===== src/fbcomb_pkg.sv =====
// Shared types and constants for the feedback comb filter.
package fbcomb_pkg;

    // Parameter defaults
    localparam int DEPTH_DEFAULT    = 8192;
    localparam int SAMPLE_W_DEFAULT = 24;

    // Configuration port
    localparam int CFG_INDEX_W    = 2;
    localparam int CFG_DATA_W     = 16;
    localparam int DELAY_WHOLE_W  = 13;
    localparam int FRACTION_W     = 16;
    localparam int GAIN_W         = 16;

    localparam logic [DELAY_WHOLE_W-1:0] DELAY_WHOLE_RESET    = 13'd1441;
    localparam logic [FRACTION_W-1:0]    DELAY_FRACTION_RESET = 16'd0;
    localparam logic [GAIN_W-1:0]        FEEDBACK_GAIN_RESET  = 16'd3277;
    localparam logic [GAIN_W-1:0]        GAIN_ONE             = 16'd32768;

    typedef enum logic [CFG_INDEX_W-1:0] {
        REG_DELAY_WHOLE    = 2'd0,
        REG_DELAY_FRACTION = 2'd1,
        REG_FEEDBACK_GAIN  = 2'd2
    } cfg_reg_t;

    typedef enum logic [6:0] {
        ST_CLEAR  = 7'b0000001,
        ST_IDLE   = 7'b0000010,
        ST_READ2  = 7'b0000100,
        ST_MUL1   = 7'b0001000,
        ST_SUM    = 7'b0010000,
        ST_MUL2   = 7'b0100000,
        ST_COMMIT = 7'b1000000
    } state_t;

    // Controller to datapath
    typedef struct packed {
        logic clear_wr;  // write zero at the clear counter
        logic accept;    // capture x, read first tap
        logic rd2;       // capture first tap, read second tap
        logic mul1;      // interpolation product
        logic sum;       // interpolated sample
        logic mul2;      // feedback product
        logic commit;    // write back, load output, advance pointer
    } ctrl_cmd_t;

    // Datapath to controller
    typedef struct packed {
        logic clear_last;
        logic out_free;
    } ctrl_status_t;

endpackage


===== src/fbcomb_ctrl.sv =====
// Sequencing state machine for the feedback comb filter.
module fbcomb_ctrl
    import fbcomb_pkg::*;
(
    input  logic         aclk,
    input  logic         aresetn,
    input  logic         s_axis_tvalid,
    output logic         s_axis_tready,
    input  ctrl_status_t status,
    output ctrl_cmd_t    cmd
);

    state_t state_reg, state_next;

    always_comb begin
        state_next = state_reg;
        case (state_reg)
            ST_CLEAR: begin
                if (status.clear_last) begin
                    state_next = ST_IDLE;
                end
            end
            ST_IDLE: begin
                if (s_axis_tvalid) begin
                    state_next = ST_READ2;
                end
            end
            ST_READ2:  state_next = ST_MUL1;
            ST_MUL1:   state_next = ST_SUM;
            ST_SUM:    state_next = ST_MUL2;
            ST_MUL2:   state_next = ST_COMMIT;
            ST_COMMIT: begin
                // hold until the output register can take the result
                if (status.out_free) begin
                    state_next = ST_IDLE;
                end
            end
            default:   state_next = ST_CLEAR;
        endcase
    end

    always_ff @(posedge aclk) begin
        if (!aresetn) begin
            state_reg <= ST_CLEAR;
        end else begin
            state_reg <= state_next;
        end
    end

    assign s_axis_tready = (state_reg == ST_IDLE);

    always_comb begin
        cmd          = '0;
        cmd.clear_wr = (state_reg == ST_CLEAR);
        cmd.accept   = (state_reg == ST_IDLE) && s_axis_tvalid;
        cmd.rd2      = (state_reg == ST_READ2);
        cmd.mul1     = (state_reg == ST_MUL1);
        cmd.sum      = (state_reg == ST_SUM);
        cmd.mul2     = (state_reg == ST_MUL2);
        cmd.commit   = (state_reg == ST_COMMIT) && status.out_free;
    end

`ifndef SYNTHESIS
    a_commit_stall: assert property (@(posedge aclk) disable iff (!aresetn)
        (state_reg == ST_COMMIT && !status.out_free) |=> (state_reg == ST_COMMIT))
        else $error("commit left while output register busy");

    a_accept_seq: assert property (@(posedge aclk) disable iff (!aresetn)
        cmd.accept |=> (cmd.rd2 && !s_axis_tready))
        else $error("second tap read did not follow transfer");
`endif

endmodule


===== config.mk =====
export PLATFORM = sky130hd
export DESIGN_NAME = fbcomb_ctrl
export DESIGN_NICKNAME = d
export VERILOG_FILES = /design/src/fbcomb_pkg.sv /design/src/fbcomb_ctrl.sv
export SDC_FILE = /design/constraint.sdc
export NUM_CORES = 1
export LEC_CHECK = 0
export BUFFER_PORTS_ARGS = -buffer_cell sky130_fd_sc_hd__buf_2
export CORE_AREA = 3 3 40 42
export CTS_CLUSTER_SIZE = 12
export DETAILED_ROUTE_END_ITERATION = 16
export DIE_AREA = 0 0 43 45
export PLACE_DENSITY = 0.54
export SLEW_MARGIN = 20
export SYNTH_ARGS = -nofsm -noshare
export SYNTH_HDL_FRONTEND = slang
export SYNTH_SLANG_ARGS = --single-unit

===== constraint.sdc =====
create_clock -name aclk -period 1.6 [get_ports aclk]
set_input_delay 0.4 -clock aclk [delete_from_list [all_inputs] [get_ports aclk]]
set_output_delay 0.4 -clock aclk [all_outputs]
set_load 0.01 [all_outputs]

Word-level counts from Yosys, hierarchy flattened
Index checks and enable logic that the tools add are counted.
Widths: inputs -> output; s select.
{"block": "word_totals", "register_bits": 7, "latch_bits": 0, "mem_bits_rw": 0, "rom_bits": 0, "inputBits": 5, "out_inout_bits": 8, "wordCells": 18, "n_memories": 0}
{"block": "classes", "n_addsub": 0, "mul": 0, "n_div": 0, "magnitude_cmp": 0, "n_eq_ne": 10, "shifts": 0, "muxes": 4, "bitwise_logic": 0, "n_reduce_logical": 3}
{"cell": "$pmux 7 s7", "n": 1}
{"cell": "$mux 7", "n": 3}
{"cell": "$eq 7x1->1 const B", "n": 1}
{"cell": "$eq 7x2->1 const B", "n": 1}
{"cell": "$eq 7x3->1 const B", "n": 1}
{"cell": "$eq 7x4->1 const B", "n": 1}
{"cell": "$eq 7x5->1 const B", "n": 1}
{"cell": "$eq 7x6->1 const B", "n": 1}
{"cell": "$eq 7x7->1 const B", "n": 1}
{"cell": "$ne 2x2->1 const B", "n": 3}
{"cell": "$reduce_and 3->1", "n": 1}
{"cell": "$logic_and 1x1->1", "n": 2}

Logic depth before layout (Yosys ltp)
Gate-level depths: netlist of the first run.
{"block": "logic_depth", "depth_word": 3, "ltp_mapped": 5, "ltp_nobuf": 4}

Least setup slack after synthesis of the first run
No wires, ideal clock.
{"block": "synth_path", "path_type": "register to output", "start": "register state_reg[2]", "end": "output cmd[5] (netlist name)", "arrival_time_ns": 1.368, "t_required_ns": 1.200, "setup_slack_ns": -0.168, "stages_incl_launch_ff": 4, "path_buffers": 0, "cell_sequence": "dfxtp_1 -> or4_4 -> nor4_4 -> and2_1"}
{"element": "from (decl)", "line_no": "fbcomb_ctrl.sv:13", "text": "state_t state_reg, state_next;"}
{"element": "from (signal assigned)", "line_no": "fbcomb_ctrl.sv:46", "text": "state_reg <= state_next;"}
{"element": "to (decl)", "line_no": "fbcomb_ctrl.sv:10", "text": "output ctrl_cmd_t cmd"}

==> results of run 1 <==
-- through the flow --
stage	worst slack [ns]	hold WS, ns	setup TNS (ns)	instance area (um^2)
global placement	-0.126	0.654	-0.269	578
global route	-0.447	0.408	-2.34	749
floorplan	-0.168	0.520	-0.323	432
CTS	-0.370	0.408	-1.66	702
detailed placement	-0.159	0.658	-0.296	578
finish	-0.371	0.404	-1.65	749
-- timing repair --
action	4_1_cts	5_1_grt
pin swaps	8	3
gates resized for setup	17	9
setup endpoints to repair	8	10
buffers inserted	3	1
-- worst paths after layout --
| kind | start | endpoint | slack (ns) | cells after the start |
|---|---|---|---|---|
| worst max-delay path | state_reg[2]$_SDFFE_PN0P_ | cmd[5] | -0.37 | 4 |
| worst min-delay path | s_axis_tvalid | state_reg[2]$_SDFFE_PN0P_ | 0.40 | 2 |
| worst max register to register | state_reg[2]$_SDFFE_PN0P_ | state_reg[0]$_SDFFE_PN1P_ | -0.06 | 6 |
| worst min register to register | state_reg[6]$_SDFFE_PN0P_ | state_reg[5]$_SDFFE_PN0P_ | 0.69 | 4 |
-- placed cells by master, fill, tap and decap left out, types with 2 or more instances in the layout --
| master | netlist | layout |
|---|---|---|
| buf_4 | 1 | 12 |
| buf_2 | 0 | 11 |
| and2_1 | 4 | 4 |
| buf_6 | 0 | 4 |
| dfxtp_1 | 7 | 4 |
| nor2_4 | 0 | 3 |
| clkbuf_4 | 0 | 3 |
| dfxtp_2 | 0 | 3 |
| nor3_4 | 0 | 2 |
| nand2b_1 | 2 | 2 |
| inv_1 | 2 | 2 |
| nor4_4 | 1 | 2 |
| nand2_1 | 4 | 2 |
| a21oi_1 | 2 | 2 |
| nor2_1 | 6 | 2 |
| o21ai_0 | 2 | 2 |
-- layer usage --
layer	up-vias	wire length (um)	GRT usage [%]
met5	-	0	0
met4	0	14	5.42
met3	4	80	7.97
met2	10	657	27.8
met1	229	563	17.5
li1	247	-	-
-- layout make-up --
cell class / instances / area share, %
sequential: 7 / 19.2
multi-input combinational: 41 / 48.4
inverter: 2 / 1.00
clock buffer: 4 / 3.51
timing repair buffer: 27 / 25.4
tap: 15 / 2.50
-- worst register-to-register path, cell delays in order, from the launching register on --
cell      delay, ns
dfxtp_1        0.31
or4_4          0.56
buf_6          0.15
buf_4          0.15
nor3_2         0.15
a311oi_1       0.07
a21o_1         0.17
-- logic make-up after synthesis --
kind of cell | synth area share (%)
AO/OA/AOI/OAI | 15.9
XOR/XNOR | 2.03
buffers and inverters | 5.22
flip-flops | 32.5
AND/OR/NAND/NOR | 44.3
-- power by group through the flow --
stage / combinational, mW / sequential (mW) / clock (mW)
after floorplan: 0.271 / 0.230 / 0
after global placement: 0.433 / 0.233 / 0
after detailed placement: 0.426 / 0.234 / 0
after CTS: 0.527 / 0.250 / 0.163
after global routing: 0.641 / 0.257 / 0.184
final: 0.591 / 0.252 / 0.161
==> results.json, run 1 <==
{
  "status": "finished with violations",
  "violations": "negative setup slack",
  "layout-drive-gt1-share_pct": 58.0,
  "report.final.setup_viol": 10,
  "total_power_mw": 1.00,
  "yosysTopAreaCell": "dfxtp_1",
  "critPathKind": "reg -> out",
  "grt_pass1_wl_um": 2270,
  "via_per_inst": 5.10,
  "synth-edff-count": 0,
  "worstSkewPairLatency_ns": 0.26,
  "synth_common_cells": "7 x dfxtp_1, 6 x nor2_1, 4 x and2_1, 4 x nand2_1, 4 x nor3_1",
  "ant_nets": 0,
  "htreeDepth": 1,
  "p_sw_share_pct": 43.2,
  "post-route-min-period_ns": 1.97,
  "cts_buffers": 3,
  "worst-path-max-fanout": 3,
  "drcViolationCount": 0,
  "synth_fp_nets": 58,
  "cp_slowest_cell": "or4_4",
  "num_rows": 13,
  "p_leak_nw": 0.322,
  "die_y_um": 45,
  "min_path_type": "in -> reg",
  "fill_cells": 120,
  "ys_types": 26,
  "grt_max_degree": 8,
  "postSynthCellCount": 53,
  "p_clk_share_pct": 16.1,
  "start_util_pct": 33.6,
  "crit_chain": "or4_4, nor4_4, and2_1, buf_2",
  "pwr-share-comb_pct": 58.8,
  "max-vdd-ir-drop_v": 0.000626,
  "grt_usage_pct": 16.2,
  "dieArea_um2": 1940,
  "yosysSeqAreaShare_pct": 32.5,
  "totalWireLength_um": 1320,
  "die_x_um": 43,
  "max_freq_ghz": 0.507,
  "ys_top_cells_by_area": "dfxtp_1 32%, and2_1 5.8%, nor2_1 5.2%",
  "core_um2": 1280,
  "gp_congestion": 0.751,
  "maxSlewViolCount": 0,
  "worst-path-buf-inv": 1,
  "cap_violations": 0,
  "syn_area_um2": 432,
  "slowest_delay_ns": 0.56,
  "num_vias": 490,
  "clock-skew-final_ns": 0.00543,
  "root_buffer": "clkbuf_4",
  "cts.sinks": 7,
  "hold_viol": 0,
  "synth.avg_cell_area_um2": 8.14,
  "cp.required_ns": 1.20,
  "start_kind": "flop",
  "ctsLongestPathBuffers": 2,
  "cp_top_family": "simple AND/OR/NAND/NOR gates",
  "p_seq_share_pct": 25.1,
  "fin_crit_sh_pct": 123,
  "fin_cells": 96,
  "hpwl_um": 805,
  "grt-ovfl-total": 0,
  "postCtsHoldBufs": 0,
  "final_nets": 87,
  "antenna_found_initial": 0,
  "synthArstFlopShare_pct": 0,
  "port_buffers": 12,
  "synth_most_common_cell": "dfxtp_1",
  "first_global_vias": 495,
  "n_antenna_cell": 0,
  "cts_tree": "yes",
  "worst_pin_slew_ns": 0.433,
  "intPower_mw": 0.571,
  "syn2layout_area_growth_pct": 73.6,
  "power_density_nw_per_um2": 1340,
  "place_inst": 88,
  "synth_top_area_share_pct": 32.5,
  "rsz0062_at_grt": "true",
  "io_pins": 13,
  "endpoint_kind": "primary output",
  "route.detailed.wl_per_inst_um": 13.7,
  "power.switching_mw": 0.433,
  "dr.pass1.iters": 4,
  "multiInputGateArea_um2": 363,
  "fin_ws_ns": -0.371,
  "seq_area_um2": 144,
  "synth_warnings": 0,
  "ys.flop_type": "dfxtp_1",
  "fin_util_pct": 58.3,
  "drt_iter0_drc": 12,
  "maxSlewHeadroom_pct": 70.8,
  "cp_data_arrival_time_ns": 1.57,
  "largest_reg_flops": 7,
  "yosys_register_bits": 7,
  "path_clk_slew_ns": 0.05
}
Power figures use the tool's default switching activity.
==> inputs of run 2 (changes only) <==
--- a/config.mk
+++ b/config.mk
@@ -6,11 +6,13 @@
 export NUM_CORES = 1
 export LEC_CHECK = 0
 export BUFFER_PORTS_ARGS = -buffer_cell sky130_fd_sc_hd__buf_2
-export CORE_AREA = 3 3 40 42
+export CORE_AREA = 2 2 39 41
 export CTS_CLUSTER_SIZE = 12
 export DETAILED_ROUTE_END_ITERATION = 16
-export DIE_AREA = 0 0 43 45
+export DIE_AREA = 0 0 41 43
+export HOLD_SLACK_MARGIN = 0.06
 export PLACE_DENSITY = 0.54
+export SKIP_LAST_GASP = 1
 export SLEW_MARGIN = 20
 export SYNTH_ARGS = -nofsm -noshare
 export SYNTH_HDL_FRONTEND = slang
==> results.json, run 2 (same netlist as run 1, synthesis figures left out) <==
{
  "die_y_um": 43,
  "totalWireLength_um": 1160,
  "max_freq_ghz": 0.506,
  "final_common_cell": "buf_4",
  "cp_data_arrival_time_ns": 1.58,
  "min_path_type": "in -> reg",
  "final_nets": 87,
  "min_path_cells": 2,
  "reg2regPathDepth": 6,
  "largest_reg_flops": 7,
  "n_antenna_cell": 0,
  "via_per_inst": 5.06,
  "port_buffers": 12,
  "num_vias": 491,
  "core_um2": 1380,
  "maxSlewViolCount": 0,
  "antenna_found_initial": 0,
  "critPathKind": "reg -> out",
  "start_kind": "flop",
  "post-route-min-period_ns": 1.98,
  "layout-drive-gt1-share_pct": 56.8,
  "grt-ovfl-total": 0,
  "place_inst": 88,
  "cts_buffers": 3,
  "ant_nets": 0,
  "maxSlewHeadroom_pct": 69.4,
  "hpwl_um": 767,
  "endpoint_kind": "primary output",
  "cts_tree": "yes",
  "power_density_nw_per_um2": 1330,
  "worstSkewPairLatency_ns": 0.25,
  "num_rows": 14,
  "fin_cells": 97,
  "fin_crit_sh_pct": 123,
  "start_util_pct": 31.2,
  "drcViolationCount": 0,
  "r2r_setup_slack_ns": -0.09,
  "report.final.setup_viol": 9,
  "p_leak_nw": 0.317,
  "ctsLongestPathBuffers": 2,
  "cts.sinks": 7,
  "worst-path-max-fanout": 3,
  "syn2layout_area_growth_pct": 68.7,
  "htreeDepth": 1,
  "dr.pass1.iters": 5,
  "first_global_vias": 411,
  "fin_ws_ns": -0.376,
  "postCtsHoldBufs": 0,
  "cp.required_ns": 1.20,
  "drt_iter0_drc": 9,
  "route.detailed.wl_per_inst_um": 11.9,
  "path_clk_slew_ns": 0.05,
  "grt_max_degree": 8,
  "grt_pass1_wl_um": 1660,
  "violations": "negative setup slack",
  "root_buffer": "clkbuf_4",
  "clock-skew-final_ns": 0.00497,
  "cap_violations": 0,
  "rsz0062_at_grt": "true",
  "mostFrequentLayoutCells": "14 x buf_4, 11 x buf_2, 5 x dfxtp_1",
  "io_pins": 13,
  "die_x_um": 41,
  "dp_slack_ns": -0.149,
  "hold_viol": 0,
  "grt_usage_pct": 14.7,
  "status": "finished with violations",
  "worst_pin_slew_ns": 0.455,
  "max-vdd-ir-drop_v": 0.000574,
  "gp_congestion": 0.649,
  "dieArea_um2": 1760
}
==> run 2: layout make-up <==
class | instances | area (um^2)
Clock buffer | 4 | 26.3
Fill cell | 139 | 656
Inverter | 2 | 7.51
Multi-Input combinational cell | 41 | 340
Sequential cell | 7 | 143
Tap cell | 16 | 20.0
Timing Repair Buffer | 27 | 191
==> run 2: what timing repair did <==
action / 4_1_cts / 5_1_grt
setup buffers: 2 / 3
setup endpoints to repair: 8 / 10
resized for setup: 4 / 14
pin swaps: 4 / 3
==> run 2: layer usage <==
layer  wire (um)  up-vias  GRT usage (%)  share of wire (%)
met5           0        -              0                  0
met4          24        0           12.0                2.1
met3          74        6           4.71                6.4
met2         566       18           20.6                 49
met1         492      221           17.3                 43
li1            -      246              -                  -
==> run 2: worst paths after layout <==
path                                           startpoint                   endpoint
worst min-delay path                        s_axis_tvalid  state_reg[2]$_SDFFE_PN0P_
worst max register to register  state_reg[2]$_SDFFE_PN0P_  state_reg[0]$_SDFFE_PN1P_
worst max-delay path            state_reg[2]$_SDFFE_PN0P_                     cmd[5]
worst min register to register  state_reg[1]$_SDFFE_PN0P_  state_reg[6]$_SDFFE_PN0P_
==> run 2: power by group <==
group          switching [mW]  internal (mW)  leakage, nW
sequential             0.0232          0.212       0.0572
clock                  0.0647         0.0952       0.0150
combinational           0.299          0.278        0.244
==> run 2: critical path, stage by stage, from the launching register on <==
cell and delay [ns]:
dfxtp_2 0.31, or4_4 0.55, nor4_4 0.20, and2_1 0.16, buf_2 0.12
==> run 2: per-stage QoR <==
| stage | setup TNS [ns] | instance area (um^2) | hold slack, ns | total power [mW] | util, % |
|---|---|---|---|---|---|
| after global placement | -0.208 | 572 | 0.646 | 0.653 | 41.3 |
| final | -1.71 | 728 | 0.415 | 0.972 | 52.6 |
| after global routing | -2.52 | 728 | 0.423 | 1.06 | 52.6 |
| after detailed placement | -0.304 | 572 | 0.639 | 0.653 | 41.3 |
| after floorplan | -0.323 | 432 | 0.520 | 0.501 | - |
| after CTS | -1.75 | 632 | 0.407 | 0.845 | 45.7 |
