==> src/fbcomb_pkg.sv <==
// Shared types and constants for the feedback comb filter.
package fbcomb_pkg;

    // Parameter defaults
    localparam int DEPTH_DEFAULT    = 8192;
    localparam int SAMPLE_W_DEFAULT = 24;

    // Configuration port
    localparam int CFG_INDEX_W    = 2;
    localparam int CFG_DATA_W     = 16;
    localparam int DELAY_WHOLE_W  = 13;
    localparam int FRACTION_W     = 16;
    localparam int GAIN_W         = 16;

    localparam logic [DELAY_WHOLE_W-1:0] DELAY_WHOLE_RESET    = 13'd1441;
    localparam logic [FRACTION_W-1:0]    DELAY_FRACTION_RESET = 16'd0;
    localparam logic [GAIN_W-1:0]        FEEDBACK_GAIN_RESET  = 16'd3277;
    localparam logic [GAIN_W-1:0]        GAIN_ONE             = 16'd32768;

    typedef enum logic [CFG_INDEX_W-1:0] {
        REG_DELAY_WHOLE    = 2'd0,
        REG_DELAY_FRACTION = 2'd1,
        REG_FEEDBACK_GAIN  = 2'd2
    } cfg_reg_t;

    typedef enum logic [6:0] {
        ST_CLEAR  = 7'b0000001,
        ST_IDLE   = 7'b0000010,
        ST_READ2  = 7'b0000100,
        ST_MUL1   = 7'b0001000,
        ST_SUM    = 7'b0010000,
        ST_MUL2   = 7'b0100000,
        ST_COMMIT = 7'b1000000
    } state_t;

    // Controller to datapath
    typedef struct packed {
        logic clear_wr;  // write zero at the clear counter
        logic accept;    // capture x, read first tap
        logic rd2;       // capture first tap, read second tap
        logic mul1;      // interpolation product
        logic sum;       // interpolated sample
        logic mul2;      // feedback product
        logic commit;    // write back, load output, advance pointer
    } ctrl_cmd_t;

    // Datapath to controller
    typedef struct packed {
        logic clear_last;
        logic out_free;
    } ctrl_status_t;

endpackage

==> src/fbcomb_dp.sv <==
// Datapath: config registers, tap addressing, interpolation, feedback and output register.
module fbcomb_dp
    import fbcomb_pkg::*;
#(
    parameter int DELAY_DEPTH  = DEPTH_DEFAULT,
    parameter int SAMPLE_WIDTH = SAMPLE_W_DEFAULT,
    localparam int AW  = $clog2(DELAY_DEPTH),
    localparam int TDW = ((SAMPLE_WIDTH + 7) / 8) * 8
) (
    input  logic                    aclk,
    input  logic                    aresetn,
    // config
    input  logic                    cfg_we,
    input  logic [CFG_INDEX_W-1:0]  cfg_addr,
    input  logic [CFG_DATA_W-1:0]   cfg_wdata,
    // input payload
    input  logic [TDW-1:0]          s_axis_tdata,
    // result channel
    output logic                    m_axis_tvalid,
    input  logic                    m_axis_tready,
    output logic [TDW-1:0]          m_axis_tdata,
    // control
    input  ctrl_cmd_t               cmd,
    output ctrl_status_t            status,
    // delay memory
    output logic                    ram_we,
    output logic [AW-1:0]           ram_waddr,
    output logic [SAMPLE_WIDTH-1:0] ram_wdata,
    output logic [AW-1:0]           ram_raddr,
    input  logic [SAMPLE_WIDTH-1:0] ram_rdata
);

    localparam int SW   = SAMPLE_WIDTH;
    localparam int CMPW = ((AW > DELAY_WHOLE_W) ? AW : DELAY_WHOLE_W) + 1;
    localparam logic [CMPW-1:0] DMAX      = CMPW'(DELAY_DEPTH - 2);
    localparam logic [AW-1:0]   LAST_ADDR = AW'(DELAY_DEPTH - 1);
    localparam logic [AW:0]     DEPTH_EXT = (AW + 1)'(DELAY_DEPTH);

    // configuration registers
    logic [DELAY_WHOLE_W-1:0] delay_whole_reg;
    logic [FRACTION_W-1:0]    delay_fraction_reg;
    logic [GAIN_W-1:0]        feedback_gain_reg;

    always_ff @(posedge aclk) begin
        if (!aresetn) begin
            delay_whole_reg    <= DELAY_WHOLE_RESET;
            delay_fraction_reg <= DELAY_FRACTION_RESET;
            feedback_gain_reg  <= FEEDBACK_GAIN_RESET;
        end else if (cfg_we) begin
            case (cfg_addr)
                REG_DELAY_WHOLE:    delay_whole_reg    <= cfg_wdata[DELAY_WHOLE_W-1:0];
                REG_DELAY_FRACTION: delay_fraction_reg <= cfg_wdata[FRACTION_W-1:0];
                REG_FEEDBACK_GAIN:  feedback_gain_reg  <= cfg_wdata[GAIN_W-1:0];
                default: ;
            endcase
        end
    end

    // control registers
    logic [AW-1:0] clr_cnt_reg, clr_cnt_next;
    logic [AW-1:0] wp_reg, wp_next;
    logic          m_valid_reg, m_valid_next;

    // payload registers
    logic [AW-1:0]              a1_reg;
    logic signed [SW-1:0]       x_reg;
    logic signed [SW-1:0]       s1_reg;
    logic signed [SW+17:0]      prod_reg;
    logic signed [SW-1:0]       y_reg;
    logic signed [SW+16:0]      fbp_reg;
    logic [SW-1:0]              out_data_reg;

    // delay clamp and tap addresses
    logic [CMPW-1:0] dw_ext;
    logic [AW-1:0]   d_clamp;
    logic [AW-1:0]   a1;
    logic [AW-1:0]   a2;
    logic [AW:0]     a1_wrap;

    always_comb begin
        dw_ext = CMPW'(delay_whole_reg);
        if (dw_ext == '0) begin
            d_clamp = AW'(1);
        end else if (dw_ext > DMAX) begin
            d_clamp = DMAX[AW-1:0];
        end else begin
            d_clamp = dw_ext[AW-1:0];
        end
        a1_wrap = {1'b0, wp_reg} + DEPTH_EXT - {1'b0, d_clamp};
        if (wp_reg >= d_clamp) begin
            a1 = wp_reg - d_clamp;
        end else begin
            a1 = a1_wrap[AW-1:0];
        end
        a2 = (a1_reg == '0) ? LAST_ADDR : a1_reg - 1'b1;
    end

    // arithmetic
    logic signed [SW-1:0]   s2;
    logic signed [SW:0]     diff;
    logic signed [16:0]     frac_s;
    logic signed [SW+17:0]  prod_next;
    logic signed [SW+17:0]  prod_sh;
    logic [SW+1:0]          y_sum;
    logic [GAIN_W-1:0]      g_clamp;
    logic signed [16:0]     g_s;
    logic signed [SW+16:0]  fbp_next;
    logic signed [SW+16:0]  fbp_sh;
    logic signed [SW:0]     w_sum;
    logic [SW-1:0]          w;

    always_comb begin
        s2        = ram_rdata;
        diff      = {s2[SW-1], s2} - {s1_reg[SW-1], s1_reg};
        frac_s    = {1'b0, delay_fraction_reg};
        prod_next = diff * frac_s;
        // arithmetic shift floors toward minus infinity
        prod_sh   = prod_reg >>> 16;
        y_sum     = {{2{s1_reg[SW-1]}}, s1_reg} + prod_sh[SW+1:0];
        g_clamp   = (feedback_gain_reg > GAIN_ONE) ? GAIN_ONE : feedback_gain_reg;
        g_s       = {1'b0, g_clamp};
        fbp_next  = y_reg * g_s;
        fbp_sh    = fbp_reg >>> 15;
        w_sum     = {x_reg[SW-1], x_reg} + fbp_sh[SW:0];
        if (w_sum[SW] != w_sum[SW-1]) begin
            w = w_sum[SW] ? {1'b1, {(SW-1){1'b0}}} : {1'b0, {(SW-1){1'b1}}};
        end else begin
            w = w_sum[SW-1:0];
        end
    end

    always_ff @(posedge aclk) begin
        if (cmd.accept) begin
            x_reg  <= s_axis_tdata[SW-1:0];
            a1_reg <= a1;
        end
        if (cmd.rd2) begin
            s1_reg <= ram_rdata;
        end
        if (cmd.mul1) begin
            prod_reg <= prod_next;
        end
        if (cmd.sum) begin
            y_reg <= y_sum[SW-1:0];
        end
        if (cmd.mul2) begin
            fbp_reg <= fbp_next;
        end
        if (cmd.commit) begin
            out_data_reg <= y_reg;
        end
    end

    always_comb begin
        clr_cnt_next = cmd.clear_wr ? clr_cnt_reg + 1'b1 : clr_cnt_reg;
        wp_next      = wp_reg;
        if (cmd.commit) begin
            wp_next = (wp_reg == LAST_ADDR) ? '0 : wp_reg + 1'b1;
        end
        m_valid_next = m_valid_reg;
        if (cmd.commit) begin
            m_valid_next = 1'b1;
        end else if (m_axis_tready) begin
            m_valid_next = 1'b0;
        end
    end

    always_ff @(posedge aclk) begin
        if (!aresetn) begin
            clr_cnt_reg <= '0;
            wp_reg      <= '0;
            m_valid_reg <= 1'b0;
        end else begin
            clr_cnt_reg <= clr_cnt_next;
            wp_reg      <= wp_next;
            m_valid_reg <= m_valid_next;
        end
    end

    assign status.clear_last = (clr_cnt_reg == LAST_ADDR);
    assign status.out_free   = !m_valid_reg || m_axis_tready;

    assign ram_we    = cmd.clear_wr || cmd.commit;
    assign ram_waddr = cmd.clear_wr ? clr_cnt_reg : wp_reg;
    assign ram_wdata = cmd.clear_wr ? '0 : w;
    assign ram_raddr = cmd.rd2 ? a2 : a1;

    assign m_axis_tvalid = m_valid_reg;
    assign m_axis_tdata  = TDW'(out_data_reg);

`ifndef SYNTHESIS
    a_commit_valid: assert property (@(posedge aclk) disable iff (!aresetn)
        cmd.commit |=> m_valid_reg)
        else $error("result transfer not offered after commit");

    a_wp_advance: assert property (@(posedge aclk) disable iff (!aresetn)
        cmd.commit |=> (wp_reg == (($past(wp_reg) == LAST_ADDR) ? AW'(0)
                                   : AW'($past(wp_reg) + 1'b1))))
        else $error("write pointer did not advance around the ring");

    a_wp_hold: assert property (@(posedge aclk) disable iff (!aresetn)
        !cmd.commit |=> $stable(wp_reg))
        else $error("write pointer moved without a commit");
`endif

endmodule

==> config.mk <==
export PLATFORM = sky130hd
export DESIGN_NAME = fbcomb_dp
export DESIGN_NICKNAME = d
export VERILOG_FILES = /design/src/fbcomb_pkg.sv /design/src/fbcomb_dp.sv
export SDC_FILE = /design/constraint.sdc
export NUM_CORES = 2
export LEC_CHECK = 0
export BUFFER_PORTS_ARGS = -buffer_cell sky130_fd_sc_hd__buf_2
export CAP_MARGIN = 30
export CELL_PAD_IN_SITES_DETAIL_PLACEMENT = 0
export CELL_PAD_IN_SITES_GLOBAL_PLACEMENT = 1
export CORE_UTILIZATION = 30
export CTS_CLUSTER_SIZE = 10
export DETAILED_ROUTE_END_ITERATION = 10
export GPL_TIMING_DRIVEN = 0
export MAX_ROUTING_LAYER = met4
export PLACE_DENSITY = 0.53
export REMOVE_ABC_BUFFERS = 1
export SETUP_SLACK_MARGIN = 0.15
export SLEW_MARGIN = 10
export SYNTH_ARGS = -nofsm -noshare
export SYNTH_HDL_FRONTEND = slang
export SYNTH_SLANG_ARGS = --single-unit
==> constraint.sdc <==
create_clock -name aclk -period 16.4 [get_ports aclk]
set_input_delay 0.82 -clock aclk [delete_from_list [all_inputs] [get_ports aclk]]
set_output_delay 0.82 -clock aclk [all_outputs]
set_load 0.01 [all_outputs]
Word-level counts from Yosys, hierarchy flattened
Index checks and enable logic that the tools add are counted.
{ "classes": {"add_sub_neg": 9, "n_mul": 2, "order_cmp": 3, "eq_ne": 5, "muxes": 13, "n_reduce_logical": 10} }
{ "op_table": {"columns": ["op", "n"], "rows": [
  ["13-bit two-way mux", 7],
  ["24-bit two-way mux", 3],
  ["24-bit by 17-bit multiplier with 40-bit output", 1],
  ["25-bit by 17-bit multiplier with 40-bit output", 1],
  ["13-bit by 1-bit adder with 13-bit output (second input constant)", 3],
  ["13-bit equality test (second input constant)", 2],
  ["13-bit logical NOT", 2],
  ["13-bit subtractor", 2],
  ["25-bit adder", 1],
  ["24-bit by 24-bit subtractor with 25-bit output", 1],
  ["24-bit adder", 1],
  ["16-bit > comparator (second input constant)", 1],
  ["16-bit two-way mux", 1],
  ["13-bit >= comparator", 1],
  ["13-bit > comparator (second input constant)", 1],
  ["13-bit by 1-bit subtractor with 13-bit output (second input constant)", 1],
  ["2-bit AND reduction", 3],
  ["2-bit by 1-bit equality test with 1-bit output (second input constant)", 1],
  ["2-bit equality test (second input constant)", 1],
  ["2-bit logical NOT", 1],
  ["1-bit logical OR", 2],
  ["1-bit two-way mux", 2],
  ["2-bit nonzero test", 1],
  ["1-bit logical NOT", 1],
  ["1-bit inequality test", 1]
]} }
{ "word_totals": {"regBits": 261, "input_bits": 77, "output_inout_bits": 78, "elab_cells": 55} }

Longest topological paths before layout
{ "depth": {"word_depth": 6, "depth_mapped": 34, "mapped_depth_nobuf": 34} }

Least setup slack after synthesis
OpenSTA, ideal clock, no wires.
{ "synth_timing": {"path_type": "input-to-reg", "start": "input port ram_rdata[0]", "end": "register prod_reg[38] (data pin)", "setup_ns": 0.258, "arrival_time_ns": 8.214, "slack_ns": 7.929, "stages": 33, "path_buffers": 1, "path_cell_list": "inv_1 > ha_1 > fa_1 > nor2b_1 > o31a_1 > o32ai_2 > o31a_2 > a21oi_2 > a21o_1 > a21oi_1 > xnor2_1 > clkbuf_1 > and2_1 > fa_1 > inv_1 > fa_1 > fa_1 > inv_1 > fa_1 > fa_1 > inv_1 > fa_1 > inv_1 > ha_1 > o21a_1 > o21ai_0 > a31oi_1 > nand3_1 > a211oi_1 > nor2_1 > o311ai_0 > a21oi_1 > xnor2_1"} }
{ "synth_via": {"elab_chain_cells": 2} }
{ "synth_lines": {"columns": ["item", "line", "text"], "rows": [
  ["from (decl)", "fbcomb_dp.sv:30", "input logic [SAMPLE_WIDTH-1:0] ram_rdata"],
  ["24-bit by 24-bit subtractor with 25-bit output", "fbcomb_dp.sv:114", "diff = {s2[SW-1], s2} - {s1_reg[SW-1], s1_reg};"],
  ["25-bit by 17-bit multiplier with 40-bit output", "fbcomb_dp.sv:116", "prod_next = diff * frac_s;"],
  ["net prod_next[38]", "fbcomb_dp.sv:102", "logic signed [SW+17:0] prod_next;"],
  ["to (signal assigned)", "fbcomb_dp.sv:141", "prod_reg <= prod_next;"],
  ["to (decl)", "fbcomb_dp.sv:68", "logic signed [SW+17:0] prod_reg;"]
]} }
The timed path passes the listed nets, and every way through them passes these cells.
A chain may end at the register's enable or synchronous reset.

Worst setup path after layout
{ "layout_timing": {"start": "register s1_reg[1]", "end": "register prod_reg[38] (data pin)"} }
{ "layout_via": {"elab_chain_cells": 2} }
{ "layout_lines": {"columns": ["item", "line", "text"], "rows": [
  ["from (decl)", "fbcomb_dp.sv:67", "logic signed [SW-1:0] s1_reg;"],
  ["from (signal assigned)", "fbcomb_dp.sv:138", "s1_reg <= ram_rdata;"],
  ["24-bit by 24-bit subtractor with 25-bit output", "fbcomb_dp.sv:114", null],
  ["25-bit by 17-bit multiplier with 40-bit output", "fbcomb_dp.sv:116", null],
  ["net prod_next[38]", "fbcomb_dp.sv:102", null]
]} }
The timed path passes the listed nets, and every way through them passes these cells.

==> impl_results.html <==
<table>
<tr><th>Metric</th><th>Value</th></tr>
<tr><th colspan="2">Logic synthesis</th></tr>
<tr><td>Fraction of the yosys area taken by sequential cells</td><td>0.158</td></tr>
<tr><td>Synthesized flop and latch total</td><td>230</td></tr>
<tr><td>Avg Inst Size Synth</td><td>9.24 um2</td></tr>
<tr><td>Cell variety after synth</td><td>77</td></tr>
<tr><td>Dominant synthesized flop cell</td><td>sky130_fd_sc_hd__edfxtp_1</td></tr>
<tr><td>Top cell type by total area after synthesis</td><td>sky130_fd_sc_hd__fa_1</td></tr>
<tr><td>Most instantiated library cell after synthesis</td><td>sky130_fd_sc_hd__inv_1</td></tr>
<tr><td>Count of flip-flops with a built-in enable after synthesis</td><td>between 150 and 200</td></tr>
<tr><td>Synth top area share</td><td>0.381</td></tr>
<tr><td>Cells after synthesis</td><td>4238</td></tr>
<tr><td>Area of the mapped netlist</td><td>39200 um2</td></tr>
<tr><td>Share of synthesized flip-flops with an asynchronous set or reset</td><td>0</td></tr>
<tr><td>Top post-synthesis cells by count</td><td>sky130_fd_sc_hd__inv_1, sky130_fd_sc_hd__fa_1, sky130_fd_sc_hd__nand2_1, sky130_fd_sc_hd__and2_1, sky130_fd_sc_hd__ha_1</td></tr>
<tr><td>Synth top area cells</td><td>sky130_fd_sc_hd__fa_1, sky130_fd_sc_hd__edfxtp_1, sky130_fd_sc_hd__inv_1</td></tr>
<tr><td>Number of warning messages in the yosys log</td><td>0</td></tr>
<tr><th colspan="2">Drt</th></tr>
<tr><td>Violation count after the first detailed-routing iteration</td><td>between 1k and 1.5k</td></tr>
<tr><td>Final wirelength</td><td>109000 um</td></tr>
<tr><td>Total via count in the routed design</td><td>approximately 27k</td></tr>
<tr><td>Initial DRT Pass Iterations</td><td>7</td></tr>
<tr><td>Routed wirelength normalized by instance count</td><td>17.9 um</td></tr>
<tr><td>Number of routed nets with antenna violations</td><td>0</td></tr>
<tr><td>Number of vias per cell</td><td>between 4 and 5</td></tr>
<tr><td>Remaining DRCs</td><td>0</td></tr>
<tr><th colspan="2">STA</th></tr>
<tr><td>Final worst hold slack</td><td>0.375 ns</td></tr>
<tr><td>Shortest period the worst path allows</td><td>9.98 ns</td></tr>
<tr><td>Max transition margin</td><td>0.326</td></tr>
<tr><td>Number of endpoints failing setup at the final stage</td><td>0</td></tr>
<tr><td>Hold Vio Cnt, Final</td><td>0</td></tr>
<tr><td>Maximum clock frequency</td><td>100 MHz</td></tr>
<tr><td>TNS Setup</td><td>0 ns</td></tr>
<tr><td>Least setup slack across all paths after layout</td><td>6.42 ns</td></tr>
<tr><td>Final Skew</td><td>about 0.034 ns</td></tr>
<tr><td>Setup repair after global routing missed its margin</td><td>false</td></tr>
<tr><td>Final period utilization</td><td>0.608</td></tr>
<tr><td>Max-slew violation count</td><td>0</td></tr>
<tr><td>Worst slew pin tran</td><td>1.01 ns</td></tr>
<tr><th colspan="2">Critical path</th></tr>
<tr><td>Endpoint required time on the critical path</td><td>16.73 ns</td></tr>
<tr><td>Worst-path cell with the longest stage delay</td><td>sky130_fd_sc_hd__fa_1</td></tr>
<tr><td>Critical path capture point type</td><td>flip-flop</td></tr>
<tr><td>Dominant cell type by count on the critical path</td><td>sky130_fd_sc_hd__fa_1</td></tr>
<tr><td>Launching instance or port of the critical path</td><td>s1_reg[1]</td></tr>
<tr><td>Largest driver fanout on the critical path</td><td>10</td></tr>
<tr><td>Worst path arrival time</td><td>between 10 and 15 ns</td></tr>
<tr><td>Worst reg2reg startpoint</td><td>s1_reg[1]</td></tr>
<tr><td>Critical setup path kind</td><td>flip-flop to flip-flop</td></tr>
<tr><td>Longest individual stage delay on the worst path</td><td>between 0.5 and 0.6 ns</td></tr>
<tr><td>Worst Setup Start Kind</td><td>flip-flop</td></tr>
<tr><th colspan="2">Placement</th></tr>
<tr><td>Pre-CTS worst setup slack</td><td>5.86 ns</td></tr>
<tr><td>Post-detailed-placement half-perimeter wirelength</td><td>88100 um</td></tr>
<tr><td>Routability congestion estimate from global placement</td><td>0.804</td></tr>
<tr><td>Area of placed instances</td><td>42500 um2</td></tr>
<tr><td>Count of buffers from port buffering</td><td>154</td></tr>
<tr><th colspan="2">Floorplan</th></tr>
<tr><td>Total I/O pin count</td><td>about 160</td></tr>
<tr><td>Die span in y</td><td>~360 um</td></tr>
<tr><td>Die area</td><td>132000 um2</td></tr>
<tr><td>Floorplan core area</td><td>129000 um2</td></tr>
<tr><td>Width of the die</td><td>363 um</td></tr>
<tr><td>Site row count</td><td>between 100 and 150</td></tr>
<tr><td>Starting density of the core</td><td>0.302</td></tr>
<tr><th colspan="2">GRT</th></tr>
<tr><td>Initial antenna violation count</td><td>8</td></tr>
<tr><td>M2 GR Usage</td><td>0.278</td></tr>
<tr><td>Met3 Use GR</td><td>0.0133</td></tr>
<tr><td>Largest net degree at the start of global routing</td><td>43</td></tr>
<tr><td>Via count of the first global-routing pass</td><td>29.0k</td></tr>
<tr><td>Total global routing overflow</td><td>0</td></tr>
<tr><td>GRT Overall Usage</td><td>0.173</td></tr>
<tr><td>First-pass GRT wire length</td><td>~170000 um</td></tr>
<tr><td>Global-route met1 utilization</td><td>0.242</td></tr>
<tr><td>Most Used Layer, Global Route</td><td>met2</td></tr>
<tr><th colspan="2">Clock tree</th></tr>
<tr><td>Deepest level of the CTS H-tree</td><td>1</td></tr>
<tr><td>Number of hold-repair buffers added at the cts stage</td><td>0</td></tr>
<tr><td>Clock slew at the register clock pins of the worst setup and hold paths</td><td>0.07 ns</td></tr>
<tr><td>Maximum clock path buffer count</td><td>3</td></tr>
<tr><td>Clock root buffer</td><td>sky130_fd_sc_hd__clkbuf_16</td></tr>
<tr><td>Buffers inserted during post-CTS setup optimization</td><td>0</td></tr>
<tr><td>Insertion delay to the later sink of the worst-skew pair</td><td>0.61 ns</td></tr>
<tr><td>Clock buffers created by TritonCTS</td><td>29</td></tr>
<tr><td>CTS-repair resized insts</td><td>0</td></tr>
<tr><td>Clock tree from TritonCTS</td><td>done</td></tr>
<tr><td>Clk sink count</td><td>between 200 and 250</td></tr>
<tr><th colspan="2">Cells and area</th></tr>
<tr><td>Number of flip-flops in the largest register</td><td>25</td></tr>
<tr><td>Area added between synthesis and finish</td><td>10.9%</td></tr>
<tr><td>Ratio of cells with drive above 1 in the final layout</td><td>0.0765</td></tr>
<tr><td>Net total in the final layout</td><td>~5.4k</td></tr>
<tr><td>Post-route standard cell area excluding fillers</td><td>43400 um2</td></tr>
<tr><td>Fill cells</td><td>roughly 14k</td></tr>
<tr><th colspan="2">Run</th></tr>
<tr><td>Number of max-cap violations</td><td>0</td></tr>
<tr><th colspan="2">Worst hold path</th></tr>
<tr><td>Worst hold path type</td><td>primary input to flip-flop</td></tr>
<tr><td>Startpoint of the worst hold path</td><td>s_axis_tdata[22]</td></tr>
<tr><th colspan="2">Outcome</th></tr>
<tr><td>Status</td><td>completed</td></tr>
</table>
[path summary, 6_finish.rpt]
path                                               to  slack [ns]  depth (start not counted)
worst max-delay path                     prod_reg[38]        6.42                         32
worst min-delay path                        x_reg[22]        0.37                          1
worst max register to register           prod_reg[38]        6.42                         32
worst min register to register  feedback_gain_reg[12]        0.48                          2
[per-stage QoR]
step                utilization  std cells
finish                    0.335       6087
global route              0.335       6086
global placement          0.320       5981
CTS                       0.335       6077
detailed placement        0.328       6028
floorplan                     -       4085
[layer usage]
layer  up-vias  share of wire
met5         -              0
met3        69          0.032
met4         0          0.011
met1     13700           0.49
met2       388           0.47
li1      13000              -
[worst max-delay path: cells and delay by family (launching register included)]
kind | cells | cell delay (ns)
simple gates | 7 | 1.41
xor+xnor | 2 | 0.64
buf+inv | 5 | 0.54
fa+ha+maj | 8 | 3.62
flops | 1 | 0.45
compound gates | 10 | 3.01
[cells in the final DEF (no fill, tap or decap), types with 17 or more instances in the layout]
master,Yosys,layout
sky130_fd_sc_hd__inv_1,986,986
sky130_fd_sc_hd__buf_2,11,155
sky130_fd_sc_hd__nor3_1,37,37
sky130_fd_sc_hd__o21a_1,20,20
sky130_fd_sc_hd__and3_1,17,17
sky130_fd_sc_hd__nand2b_1,20,20
sky130_fd_sc_hd__nand2_1,644,644
sky130_fd_sc_hd__edfxtp_1,158,158
sky130_fd_sc_hd__xor2_1,50,46
sky130_fd_sc_hd__nand3_1,32,32
sky130_fd_sc_hd__o21ai_0,80,80
sky130_fd_sc_hd__buf_8,0,28
sky130_fd_sc_hd__fa_1,745,745
sky130_fd_sc_hd__nor2b_1,62,47
sky130_fd_sc_hd__a21boi_0,42,41
sky130_fd_sc_hd__xnor2_1,111,97
sky130_fd_sc_hd__a21oi_1,101,100
sky130_fd_sc_hd__and2_1,289,289
sky130_fd_sc_hd__dfxtp_1,72,58
sky130_fd_sc_hd__ha_1,279,279
sky130_fd_sc_hd__clkbuf_16,0,29
sky130_fd_sc_hd__nor2_1,120,117
sky130_fd_sc_hd__a21o_1,37,37
[cells by family after synthesis]
logic type / after synthesis / synth area share
and+or+nand+nor: 1272 / 0.153
buffers and inverters: 1139 / 0.110
adders and majority gates: 1029 / 0.471
AOI/OAI and AO/OA: 390 / 0.0666
DFF: 230 / 0.158
xor gates and xnor gates: 162 / 0.0366
muxes: 16 / 0.00451
[cell type report]
cell class / instances / area, um2 / area share
flip-flops and latches: 230 / 6200 / 0.143
multi-input cells: 2869 / 28900 / 0.665
clock inverters: 6 / 43.8 / 0.00101
clock buffers: 43 / 818 / 0.0188
inverters: 986 / 3700 / 0.0852
well taps: 1742 / 2180 / 0.0502
repair buffers: 204 / 1590 / 0.0366
diodes: 7 / 17.5 / 0.000403
Power is left out: the tool's default activity adds up to more than one toggle a clock period on the data nets, which glitch-free logic cannot reach.
